===== config.mk =====
export PLATFORM = sky130hd
export DESIGN_NAME = pvrs_ram
export DESIGN_NICKNAME = d
export VERILOG_FILES = /design/src/rtl/pvrs_ram.sv
export SDC_FILE = /design/constraint.sdc
export NUM_CORES = 1
export LEC_CHECK = 0
export BUFFER_PORTS_ARGS = -buffer_cell sky130_fd_sc_hd__buf_2
export CAP_MARGIN = 25
export CORE_UTILIZATION = 48
export CTS_BUF_LIST = sky130_fd_sc_hd__clkbuf_8
export DETAILED_ROUTE_END_ITERATION = 10
export PLACE_DENSITY = 0.61
export SYNTH_ARGS = -nofsm -noshare
export SYNTH_HDL_FRONTEND = slang
export SYNTH_SLANG_ARGS = --single-unit

===== constraint.sdc =====
create_clock -name clk -period 2.4 [get_ports clk]
set_clock_uncertainty 0.1 [all_clocks]
set_input_delay 0.24 -clock clk [delete_from_list [all_inputs] [get_ports clk]]
set_output_delay 0.24 -clock clk [all_outputs]
set_load 0.005 [all_outputs]

===== src/rtl/pvrs_ram.sv =====
// ----------------------------------------------------------------------------
// pvrs_ram
// Generic single-port-write, single-port-read RAM with registered read.
// ----------------------------------------------------------------------------
module pvrs_ram #(
  parameter int WIDTH = 8,
  parameter int DEPTH = 16
) (
  input  logic                     clk,
  input  logic                     we,
  input  logic [$clog2(DEPTH)-1:0] waddr,
  input  logic [WIDTH-1:0]         wdata,
  input  logic                     re,
  input  logic [$clog2(DEPTH)-1:0] raddr,
  output logic [WIDTH-1:0]         rdata
);

  logic [WIDTH-1:0] mem [DEPTH];

  always_ff @(posedge clk) begin
    if (we) begin
      mem[waddr] <= wdata;
    end
    if (re) begin
      rdata <= mem[raddr];
    end
  end

endmodule


==> results.md <==
- Sw Pwr: 0.951 mW
- Ports: 27
- Final nets: 305
- Post-CTS Hold Fix Bufs: 0
- Status: finished clean
- Final setup fails: 0
- Detail Route Antenna Nets: 0
- Synth cell types: 18
- DRT Pass-1 Iters: 4
- Overall die width: 106 um
- Buffer and inverter count on the worst path: 0
- Worst slew pin tran: 673 ps
- Largest area contributor in the netlist: edfxtp_1
- Area share of and/or/nand/nor cells after synthesis: 0.0314
- DRC Markers: 0
- Highest Clock Rate: 636 MHz
- Slew Viols, Final: 0
- Num rows: 37
- CTS root buf: clkbuf_8
- Leakage: 2.08 nW
- Synth Register Bits: 136
- Cells after synthesis: 229
- Post-Route WL: 10.0 mm
- Tcrit/Tclk final: 0.655
- Die ar.: 11300 um2
- DP Area: 5630 um2
- Final HPWL DP: 6.18 mm
- Worst endpoint required time: 2480 ps
- Reg clk slew, reported paths: 70 ps
- Worst path arrival time: 1650 ps
- Final hold violations: 0
- CP Cell Sequence: mux4_1 > a22oi_1 > nand2_1
- Internal power: 4.20 mW
- Delay-heaviest family, CP: multiplexers
- Sink Count: 136
- Main combinational cell family by area after synthesis: multiplexers
- Cell area after layout: 6100 um2
- Final Non-Filler Cells: 433
- Share of total power in the clock network: 0.430
- Dpl cells: 403
- Worst Hold Class: in -> reg
- Post-synthesis adder-cell area fraction: 0
- Synth top area share: 0.781
- CP max-delay cell: mux4_1
- Design Power: 5.15 mW
- Syn_nets: 248
- Syn-to-layout area delta: 16.7%
- Number of global-route vias before repair: 2527
- Clk_lat worst skew: 430 ps
- Mux contribution to synthesized area: 0.148
- Crit path launch type: flip-flop
- Share of cells above drive strength 1: 0.313
- Mapped cell area: 5230 um2
- Initial detailed-routing violation count: 139
- Starting Density: 0.500
- Detailed-route via count: 2460
- Power Density: 844 nW/um2
- Fill cell count: 824
- CTS Buf Count: 17
- First-pass GRT wire length: 15.1 mm
- Crit-path max FO: 1
- Combinational Power Share: 0.047
- Drt wl/cell: 23.1 um
- Global placement routability congestion: 0.711
- Worst VDD drop: 0.000369 V
- Die H: 106 um
- Post-CTS setup repair buffer count: 0
- Mapped Avg Cell Area: 22.8 um2
- Post-Synth XOR/XNOR Area: 0
- Total GRT Usage: 0.198
- H-tree depth: 4
- Clock buffer depth: 2
- Net Sw Frac: 0.185
- Port bufs: 26
- Complex-gate fraction of the synthesized area: 0.0230
- Post-cts sizing count: 0
- Sequential share of power: 0.522
- Initial antenna violation count: 0
- Vias per cell: 5.68
- Pin count of the biggest net entering global routing: 33
- Min cycle time layout: 1570 ps
- Slew margin rel.: 0.550
- Crit Path Category: reg -> reg
- Core footprint: 10500 um2
- Critical path endpoint category: flip-flop
- Seq/Total Area, Yosys: 0.781
- Synth Warn #: 0
- CTS tree: done
- Ranking of synthesized cells by area: edfxtp_1 78%, mux4_2 7.8%, mux4_1 7.0%, a22oi_1 2.3%, nor2_1 0.93%
- Max Cap Viol: 0
- Total negative setup slack: 0 ps
- Total grt overflow: 0
- RSZ-0062 raised after global routing: false
- Diode count: 0
- Max incr delay on CP: 500 ps
[flip-flops by register name (all words and copies together), names as in the netlist]
signal,flops
mem,128
rdata,8
[cell usage after synthesis, drive strengths merged]
library cell,instances
a22oi,16
and2,1
and2b,1
buf,7
clkdlybuf4s25,3
edfxtp,136
mux4,32
nand2,9
nand2b,2
nand3,1
nand3b,2
nor2,13
nor2b,1
nor3,4
or3b,1
[worst reg2reg max path: cells and delay by family, from the launching register on]
family | cells | cell delay (ps)
muxes | 1 | 500
and+or+nand+nor | 1 | 90
DFF | 1 | 380
AOI/OAI and AO/OA | 1 | 250
[final timing paths]
| path | startpoint | end | slack (ps) | cells past startpoint |
|---|---|---|---|---|
| setup / recovery | mem[0][3] | rdata[3] | 830 | 3 |
| hold / removal | re | rdata[6] | 70 | 1 |
| setup reg to reg | mem[0][3] | rdata[3] | 830 | 3 |
| hold reg to reg | mem[15][2] | rdata[2] | 650 | 3 |
[metrics by stage]
| step | setup slack [ps] | util | hold WS, ps |
|---|---|---|---|
| finish | 829 | 0.583 | 73.7 |
| global route | 746 | 0.583 | 53.4 |
| global placement | 422 | 0.538 | 530 |
| floorplan | 567 | - | 239 |
| detailed placement | 466 | 0.538 | 528 |
| CTS | 823 | 0.583 | 53.4 |
[power by group through the flow]
stage | clock [mW] | combinational (mW) | sequential [mW]
final | 2.22 | 0.244 | 2.69
after detailed placement | 0 | 0.248 | 2.74
after floorplan | 0 | 0.135 | 2.74
after global routing | 2.35 | 0.266 | 2.69
after global placement | 0 | 0.244 | 2.74
after CTS | 2.25 | 0.249 | 2.69
[cell families after synthesis]
group,Yosys count
multiplexers,32
AO/OA/AOI/OAI,16
buffers and inverters,10
AND/OR/NAND/NOR,35
flip-flops,136
[layer usage]
metal  vias to the layer above  share of wire  global-route usage
met4                         0          0.017              0.0764
met1                      1295           0.46               0.276
li1                       1089              -                   -
met3                        11          0.047              0.0644
met5                         -              0                   0
met2                        65           0.47               0.291
[area by class of cell]
class	count	area, um2	share of cell area
timing repair buffer	48	320	0.0525
sequential	136	4080	0.669
clock buffer	17	234	0.0384
multi-input combinational	83	1060	0.173
tap	136	170	0.0279
clock inverter	13	235	0.0386
[cells in the final DEF (no fill, tap or decap), types with 2 or more instances in the layout]
| cell | synthesis | final |
|---|---|---|
| nor2_1 | 13 | 13 |
| buf_2 | 3 | 26 |
| nor3_1 | 4 | 4 |
| nand2b_1 | 2 | 2 |
| a22oi_1 | 16 | 16 |
| mux4_2 | 18 | 18 |
| bufinv_16 | 0 | 7 |
| edfxtp_1 | 136 | 136 |
| nand2_1 | 9 | 9 |
| buf_4 | 1 | 20 |
| nand3b_1 | 2 | 2 |
| clkbuf_8 | 0 | 17 |
| inv_1 | 0 | 2 |
| clkinv_1 | 0 | 2 |
| mux4_1 | 14 | 14 |
| buf_12 | 0 | 2 |
| clkinv_2 | 0 | 2 |
No activity file was read; power rests on OpenSTA's default activity.
