## config.mk

```make
export PLATFORM = sky130hd
export DESIGN_NAME = pvrs_sqrt
export DESIGN_NICKNAME = d
export VERILOG_FILES = /design/src/rtl/pvrs_sqrt.sv
export SDC_FILE = /design/constraint.sdc
export NUM_CORES = 1
export LEC_CHECK = 0
export ABC_AREA = 1
export BUFFER_PORTS_ARGS = -buffer_cell sky130_fd_sc_hd__clkbuf_2
export CORE_MARGIN = 3
export CORE_UTILIZATION = 40
export CTS_BUF_LIST = sky130_fd_sc_hd__clkbuf_16
export CTS_CLUSTER_DIAMETER = 60
export DETAILED_ROUTE_END_ITERATION = 8
export SYNTH_ARGS = -nofsm -noshare
export SYNTH_HDL_FRONTEND = slang
export SYNTH_SLANG_ARGS = --single-unit
```

## constraint.sdc

```tcl
create_clock -name clk -period 4.7 [get_ports clk]
set_input_delay 0 -clock clk [delete_from_list [all_inputs] [get_ports clk]]
set_output_delay 0 -clock clk [all_outputs]
set_load 0.01 [all_outputs]
```

## src/rtl/pvrs_sqrt.sv

```systemverilog
// ----------------------------------------------------------------------------
// pvrs_sqrt
// Integer floor square root, one root bit per cycle.
// ----------------------------------------------------------------------------
module pvrs_sqrt #(
  parameter int RTW = 16
) (
  input  logic             clk,
  input  logic             rst,
  input  logic             start,
  input  logic [2*RTW-1:0] radicand,
  output logic             done,
  output logic [RTW-1:0]   root
);

  localparam int CNTW = $clog2(RTW + 1);

  logic [CNTW-1:0]  cnt;
  logic [RTW+1:0]   rem;
  logic [2*RTW-1:0] x;
  logic [RTW+3:0]   t;
  logic [RTW+3:0]   trial;
  logic [RTW+3:0]   diff;
  logic             ge;

  assign t     = {rem, x[2*RTW-1 -: 2]};
  assign trial = {2'b00, root, 2'b01};
  assign ge    = t >= trial;
  assign diff  = t - trial;

  always_ff @(posedge clk) begin
    if (rst) begin
      cnt  <= '0;
      done <= 1'b0;
    end else begin
      done <= 1'b0;
      if (start) begin
        cnt <= CNTW'(RTW);
      end else if (cnt != '0) begin
        cnt <= cnt - CNTW'(1);
        if (cnt == CNTW'(1)) begin
          done <= 1'b1;
        end
      end
    end
  end

  always_ff @(posedge clk) begin
    if (start) begin
      rem  <= '0;
      x    <= radicand;
      root <= '0;
    end else if (cnt != '0) begin
      rem  <= ge ? diff[RTW+1:0] : t[RTW+1:0];
      x    <= {x[2*RTW-3:0], 2'b00};
      root <= {root[RTW-2:0], ge};
    end
  end

endmodule
```

==> results.yml <==
drt:
  first_iter_violations: 240
  drc: 0
  routedWlPerCell_um: 12.2
  ant_nets: 0
  vias: 3757
  first_pass_iters: 5
  avgViaCountPerCell: 4.75
  routed_wl_mm: 9.68
synth:
  avgSynthCellArea_um2: 7.28
  netlist_top_cells_count: "229 x nand2_1, 79 x inv_1, 47 x nand3_1"
  synth-edff-count: 32
  synth_top_area_cell: "edfxtp_1"
  synth_cells: 572
  synth_top_area_share_pct: 23.1
  synth_nets: 628
  synth_most_common_cell: "nand2_1"
  synth.cell_area_um2: 4170
  synth_area_leaders: "edfxtp_1 23%, nand2_1 21%, dfxtp_1 19%"
  yosys_most_used_dff: "dfxtp_1"
  yosys_warnings: 0
  ys_ff_latch: 72
  async_flop_share_pct: 0
  ys_seq_area_share_pct: 42.3
  synth.distinct_cells: 30
pwr:
  power.total_mw: 3.19
  power.density_nw_per_um2: 623
  p_leak_nw: 2.59
  peakVddDrop_uv: 264
cts:
  post-cts-setup-buffers: 0
  cts_root_buffer: "clkbuf_16"
  htree_levels: 3
  clk_pin_slew_ns: 0.06
  cts_buffers: 9
  cts_num_sinks: 72
  clk_latency_ns: 0.33
  cts.repair.resized: 0
  cts_tree: "done"
  cts_max_path_buffers: 2
global_route:
  grt_pass1_vias: 3579
  antenna_found_initial: 0
  grt_pass1_wl_mm: 16.6
  grt_max_degree: 54
  grt_overflow: 0
  track_usage_pct: 17.8
sta:
  hold_viol: 0
  whs_ns: 0.238
  drv_slew: 0
  tns_ns: 0
  fin_crit_ns: 2.65
  postLayoutSetupSlackWorst_ns: 2.05
  min_period_over_period_pct: 56.3
  fin_skew_ns: 0.00687
  maxSlewHeadroom_pct: 31.1
  setup_viol: 0
  grt_setup_unrepaired: "no"
  max_freq_mhz: 378
  tightestPinTransition_ns: 1.03
outcome:
  status: "complete, no violations"
critical_path:
  r2r_slack_ns: 2.05
  crit_type: "register to register"
  regToRegEndpoint: "x[22]"
  cp_top_family: "simple AND/OR/NAND/NOR gates"
  path_cells: "inv_1, ha_1, nand3_2, nor2_1, inv_2"
  cp-start-kind: "register"
  cp.arrival_ns: 2.54
  worstPathMaxFanout: 53
  cp_num_buf_inv: 2
  required_ns: 4.59
  critPathSlowestCell: "nor2_1"
  reg2reg_depth: 5
  r2r-start: "cnt[0]"
  end_kind: "register"
  max_stage_delay_ns: 0.77
min_path:
  min_to: "cnt[4]"
  worstHoldStart: "start"
  whs_path_depth: 4
  min_path_type: "primary input to register"
cells_and_area:
  fill_cells: 945
  final_cells: 791
  fin_area_um2: 5120
  drive_gt1_share_pct: 12.5
  regArea_um2: 1760
  area_growth_pct: 22.9
  utilization_pct: 51.4
  multi_input_comb_area_um2: 2000
  n_antenna_cell: 0
  fin_nets: 709
floorplan:
  core_area_um2: 9950
  dieWidth_um: 108
  die_h_um: 108
  rows: 36
  dieArea_um2: 11700
  initial_core_util_pct: 41.8
  pin_count: 52
placement:
  placed_area_um2: 4500
  port_buffers: 51
  gp_congestion: 0.954
  place.detailed.hpwl_mm: 7.01
  placedCellCount: 742
  dp_slack_ns: 2.06
run:
  drv_cap: 0
-- repair_timing --
action | 4_1_cts | 5_1_grt
hold buffers | 33 | 0
setup endpoints to repair | 0 | 0
endpoints found under the hold margin | 36 | 0
-- sequential cells by signal, indices dropped and copies added, names as in the netlist --
| signal | cells |
|---|---|
| cnt | 5 |
| done | 1 |
| rem | 18 |
| root | 16 |
| x | 32 |
-- layer usage --
| metal | track usage, % | routed length, um | vias to the layer above |
|---|---|---|---|
| met2 | 28.0 | 4330 | 95 |
| li1 | - | - | 1979 |
| met3 | 3.94 | 415 | 11 |
| met1 | 24.5 | 4790 | 1672 |
| met4 | 5.68 | 142 | 0 |
| met5 | 0 | 0 | - |
-- tightest hold or removal path: stages --
cell and delay [ns]:
clkbuf_2 0.08, buf_4 0.23, o21bai_1 0.18, inv_1 0.04
-- worst max path at each step --
| stage | start | to | slack, ns | cells after the start |
|---|---|---|---|---|
| 4_1_cts | cnt[0] | x[16] | 2.05 | 5 |
| 6_report | cnt[0] | x[22] | 2.05 | 5 |
| 3_5_place_dp | cnt[0] | x[18] | 2.06 | 5 |
| 3_3_place_gp | cnt[0] | x[14] | 2.17 | 5 |
| 5_1_grt | cnt[0] | root[9] | 1.72 | 6 |
| 2_1_floorplan | cnt[0] | x[0] | 2.88 | 6 |
-- cell usage in the layout (no fill, tap or decap) --
| master | count |
|---|---|
| a21oi_1 | 15 |
| buf_4 | 2 |
| bufinv_16 | 1 |
| clkbuf_16 | 9 |
| clkbuf_2 | 51 |
| clkinv_1 | 2 |
| clkinv_4 | 1 |
| clkinvlp_4 | 2 |
| dfxtp_1 | 40 |
| dlygate4sd3_1 | 33 |
| edfxtp_1 | 32 |
| ha_1 | 21 |
| inv_1 | 80 |
| inv_2 | 2 |
| nand2_1 | 229 |
| nand2_2 | 5 |
| nand2_4 | 2 |
| nand3_1 | 47 |
| nand3_2 | 2 |
| nand3b_1 | 5 |
| nand4_1 | 3 |
| nor2_1 | 23 |
| nor2_2 | 2 |
| nor2_4 | 2 |
| nor3_1 | 5 |
| nor3b_1 | 1 |
| nor4_4 | 1 |
| o21ai_0 | 7 |
| o21ai_1 | 7 |
| o21bai_1 | 2 |
| o22ai_1 | 15 |
| xnor2_1 | 8 |
| xor2_1 | 1 |
-- where the power goes --
| part | total, mW | leakage [nW] | switching [mW] | internal (mW) |
|---|---|---|---|---|
| sequential | 0.872 | 0.666 | 0.0660 | 0.806 |
| clock | 0.657 | 0.142 | 0.251 | 0.405 |
| combinational | 1.66 | 1.79 | 1.07 | 0.589 |
| total | 3.19 | 2.59 | 1.39 | 1.80 |
-- cell families after synthesis --
kind of cell    synth area share, %
simple gates                   33.6
buf+inv                        9.79
flops                          42.3
compound gates                 6.10
fa+ha+maj                      6.31
xor+xnor                       1.89
-- layout make-up --
class                      count  area share, %
multi-input combinational    403           39.0
tap                          133           3.25
timing repair buffer          86           11.7
clock inverter                 7           1.27
sequential                    72           34.4
inverter                      81           5.94
clock buffer                   9           4.40
Power figures use the tool's default switching activity.
