[src/rtl/pvrs_div.sv]
// ----------------------------------------------------------------------------
// pvrs_div
// Unsigned restoring divider, one quotient bit per cycle.
// ----------------------------------------------------------------------------
module pvrs_div #(
  parameter int NW = 48,
  parameter int DW = 16
) (
  input  logic          clk,
  input  logic          rst,
  input  logic          start,
  input  logic [NW-1:0] dividend,
  input  logic [DW-1:0] divisor,
  output logic          done,
  output logic [NW-1:0] quotient
);

  localparam int CNTW = $clog2(NW + 1);

  logic [CNTW-1:0] cnt;
  logic [DW-1:0]   rem;
  logic [DW-1:0]   dv;
  logic [NW-1:0]   quo;
  logic [DW:0]     trial;
  logic [DW:0]     diff;
  logic            ge;

  assign trial    = {rem, quo[NW-1]};
  assign ge       = trial >= {1'b0, dv};
  assign diff     = trial - {1'b0, dv};
  assign quotient = quo;

  always_ff @(posedge clk) begin
    if (rst) begin
      cnt  <= '0;
      done <= 1'b0;
    end else begin
      done <= 1'b0;
      if (start) begin
        cnt <= CNTW'(NW);
      end else if (cnt != '0) begin
        cnt <= cnt - CNTW'(1);
        if (cnt == CNTW'(1)) begin
          done <= 1'b1;
        end
      end
    end
  end

  always_ff @(posedge clk) begin
    if (start) begin
      rem <= '0;
      quo <= dividend;
      dv  <= divisor;
    end else if (cnt != '0) begin
      rem <= ge ? diff[DW-1:0] : trial[DW-1:0];
      quo <= {quo[NW-2:0], ge};
    end
  end

endmodule

[config.mk]
export PLATFORM = sky130hd
export DESIGN_NAME = pvrs_div
export DESIGN_NICKNAME = d
export VERILOG_FILES = /design/src/rtl/pvrs_div.sv
export SDC_FILE = /design/constraint.sdc
export NUM_CORES = 1
export LEC_CHECK = 0
export BUFFER_PORTS_ARGS = -buffer_cell sky130_fd_sc_hd__buf_2
export CORE_MARGIN = 2
export CORE_UTILIZATION = 58
export DETAILED_ROUTE_END_ITERATION = 7
export PLACE_DENSITY = 0.95
export SYNTH_ARGS = -nofsm -noshare
export SYNTH_HDL_FRONTEND = slang
export SYNTH_SLANG_ARGS = --single-unit
export TNS_END_PERCENT = 10
[constraint.sdc]
create_clock -name clk -period 5.39 [get_ports clk]
set_input_delay 0.8085 -clock clk [delete_from_list [all_inputs] [get_ports clk]]
set_output_delay 0.8085 -clock clk [all_outputs]
set_load 0.005 [all_outputs]
==> results by group <==
Status
  – Status: finished, violations left
  – Violated checks: DRC

STA
  – FMAX: 345 MHz
  – Final setup TNS: 0 ns
  – Min cycle time layout: 2.90 ns
  – Setup violators final: 0
  – Post-Route Skew: 0.00763 ns
  – Relative slew slack: 30.1%
  – Period utilisation layout: 53.8%
  – RSZ-0062 raised after global routing: false
  – Max Transition Viols Final: 0
  – Final worst slack: 2.49 ns
  – Slew @ Worst Pin: 1.05 ns
  – Hold Violations, Final: 0

Route
  – Iter 0 DRT Violations: 372
  – Via Count: 3,759
  – WL final: 11,600 µm
  – Post-route ant nets: 0
  – DR DRC count: 2
  – Drt pass-1 iters: 8
  – DR vias/cell: 6.16
  – Avg WL per Cell: 19.0 µm

Worst setup path
  – Worst Path Required: 5.67 ns
  – Critical path launch point type: flop
  – Worst-path fanout max: 49
  – Worst Setup Path Type: reg2reg
  – Critical Path Sink Type: flop
  – Critical R2R Capture: rem[0]$_SDFFE_PP0N_
  – Reg2reg start: cnt[3]$_SDFFE_PP0N_
  – Flop2flop setup slack: 2.49 ns
  – CP arrival: 3.18 ns
  – Worst r2r path cells: 5

Clocking
  – Worst-Skew Late Latency: 0.37 ns
  – CTS clock-pin slew for the worst setup and hold paths: 0.09 ns
  – CTS Root Cell: clkbuf_8
  – Post-CTS Hold Fix Bufs: 0
  – H-Tree Depth: 3
  – Cts bufs inserted: 9
  – Post-CTS Setup Inserts: 0
  – CTS resizes: 0
  – Clock net sink count: 87
  – Clock buffer depth: 2
  – CTS tree: yes

Die
  – IO Count: 116
  – Num rows: 32
  – DIE AREA: 8710 µm²
  – Initial core utilization: 59.9%
  – Die X: 93.3 µm
  – Die height: 93.3 µm
  – Core area: 7730 µm²

Worst hold path
  – HP Class: reg2reg
  – Hold Path End: cnt[4]$_SDFFE_PP0P_
  – Hold Path Origin: cnt[4]$_SDFFE_PP0P_
  – WHS Path Cells: 2

Power
  – P_leak: 2.30 nW
  – Maximum vdd drop: 0.280 mV
  – PD cells: 471 nW/µm²

Synthesis
  – Area fraction of the dominant cell type after synthesis: 41.5%
  – Adder-cell share of the synthesized area: 5.30%
  – Largest family of logic cells by synthesized area: compound AO/OA/AOI/OAI gates
  – Area contributors post-synth: edfxtp_1 (42%), mux2_2 (11%), dfxtp_1 (10%), ha_1 (4.9%), a21oi_1 (1.9%)
  – Post-synthesis cell type count: 57
  – Cell Area, Synth: 4630 µm²
  – Mux share of post-synthesis cell area: 11.4%
  – Largest area contributor in the netlist: edfxtp_1
  – Post-Synth XOR/XNOR Area: 2.65%
  – Seq/Total Area, Yosys: 51.5%
  – Synth Instances: 401
  – Syn_nets: 487
  – Post-synth EDFFs: 64
  – Ys async rst share: 0%
  – Syn_area_per_cell: 11.5 µm²
  – Synth Area in Compound Gates: 14.4%
  – FF+latch count, synth: 87
  – Synthesized-area fraction occupied by and/or/nand/nor cells: 10.0%
  – Post-synth top flop: edfxtp_1
  – Synth Warn #: 0

Run
  – Max-cap violation count: 0

Global routing
  – Largest net degree at the start of global routing: 53
  – Total track usage: 27.1%
  – GRT Residual Overflow: 0
  – First-pass GRT wire length: 18,100 µm
  – Antenna violations before repair: 0
  – Vias in the first global route: 3,686

Placement
  – RD Place Congestion: 0.903
  – Post-Place Setup Slack: 2.54 ns
  – Port buffer count: 115
  – HPWL Detailed: 7850 µm

Final layout
  – Final net count: 589
  – Fillers: 517
  – Area growth, synth to finish: 17.0%
  – Share of layout cells above drive strength 1: 37.0%
  – Antenna diodes: 0
==> metal layers <==
metal,GRT usage (%),part of all wire [%],routed length (µm)
met4,12.1,4.4,515
met2,48.0,53,6100
met5,0,0,0
met1,30.4,36,4140
met3,7.25,7.3,841
==> kinds of logic after synthesis <==
| kind of cell | Yosys count |
|---|---|
| DFF | 87 |
| AOI/OAI and AO/OA | 95 |
| xor gates and xnor gates | 14 |
| adders and majority gates | 19 |
| and+or+nand+nor | 91 |
| muxes | 47 |
| buffers and inverters | 48 |
==> worst max-delay path, cell delays in order, from the launching register on <==
cell,delay [ns]
dfxtp_1,0.34
nor3_1,0.43
nand3b_1,0.78
nor2_1,0.40
inv_2,0.46
o211ai_1,0.38
==> through the flow <==
step | power [W] | util, % | hold slack [ns] | cells | instance area [µm²]
6_report | 0.00255 | 70.1 | 0.469 | 610 | 5410
5_1_grt | 0.00269 | 70.1 | 0.503 | 610 | 5410
4_1_cts | 0.00253 | 70.1 | 0.466 | 610 | 5410
3_5_place_dp | 0.00203 | 67.4 | 0.452 | 594 | 5210
3_3_place_gp | 0.00196 | 67.4 | 0.444 | 594 | 5210
2_1_floorplan | 0.00175 | - | 0.426 | 401 | 4630
==> cell type report <==
type | count | area [µm²] | share of cell area (%)
clock buffer | 10 | 138 | 2.54
inverter | 23 | 86.3 | 1.59
tap | 102 | 128 | 2.36
sequential | 87 | 2380 | 44.0
multi-input combinational | 266 | 2030 | 37.4
clock inverter | 6 | 67.6 | 1.25
timing repair buffer | 116 | 586 | 10.8
==> sequential cells by signal, summed over array words and instances, names as in the netlist <==
name      flops
quotient     48
dv           16
rem          16
cnt           6
done          1
==> synth_stat cells (5+ instances only) <==
cell,number
dfxtp_1,23
nand3_1,15
a31oi_1,9
mux2_2,47
a21oi_1,18
o21ai_0,14
inv_1,23
xnor2_1,10
o211ai_1,5
nor2_1,24
nor3_1,9
ha_1,18
nand2b_1,6
clkbuf_1,12
buf_2,6
edfxtp_1,64
and3_1,5
nand2_1,13
a21o_1,9
==> layout by cell type, fill, tap and decap left out, types with 3 or more instances in the layout <==
cell        n
nor3_1      9
edfxtp_1   64
and3_1      5
and2_1      3
a211o_1     4
nand3_1    15
a41oi_1     3
o21ai_0    14
nand2_1    13
nor2_1     24
inv_1      22
ha_1       18
a21oi_1    18
o211ai_1    5
o21bai_1    3
o22ai_1     4
a31oi_1     9
mux2_2     47
buf_2     114
dfxtp_1    23
xnor2_1    10
a21o_1      9
xor2_1      4
clkbuf_8   10
a311oi_1    3
nor3b_1     4
nand2b_1    6
==> power breakdown <==
part	switching (W)	total (W)	internal (W)
clock network	0.000254	0.000483	0.000229
logic	0.000623	0.00107	0.000451
registers	0.000101	0.000994	0.000893
total	0.000978	0.00255	0.00157
==> worst max-delay path by stage <==
stage                              startpoint                      to  slack [ns]  cells past startpoint
after floorplan                         start   quotient[0]$_DFFE_PP_        2.66                      4
after global placement    cnt[0]$_SDFFE_PP0N_   quotient[0]$_DFFE_PP_        2.70                      5
after detailed placement  cnt[0]$_SDFFE_PP0N_  quotient[10]$_DFFE_PP_        2.54                      5
after CTS                 cnt[3]$_SDFFE_PP0N_     rem[0]$_SDFFE_PP0N_        2.50                      5
after global routing      cnt[3]$_SDFFE_PP0N_     rem[0]$_SDFFE_PP0N_        2.21                      5
final                     cnt[3]$_SDFFE_PP0N_     rem[0]$_SDFFE_PP0N_        2.49                      5
Power figures use the tool's default switching activity.
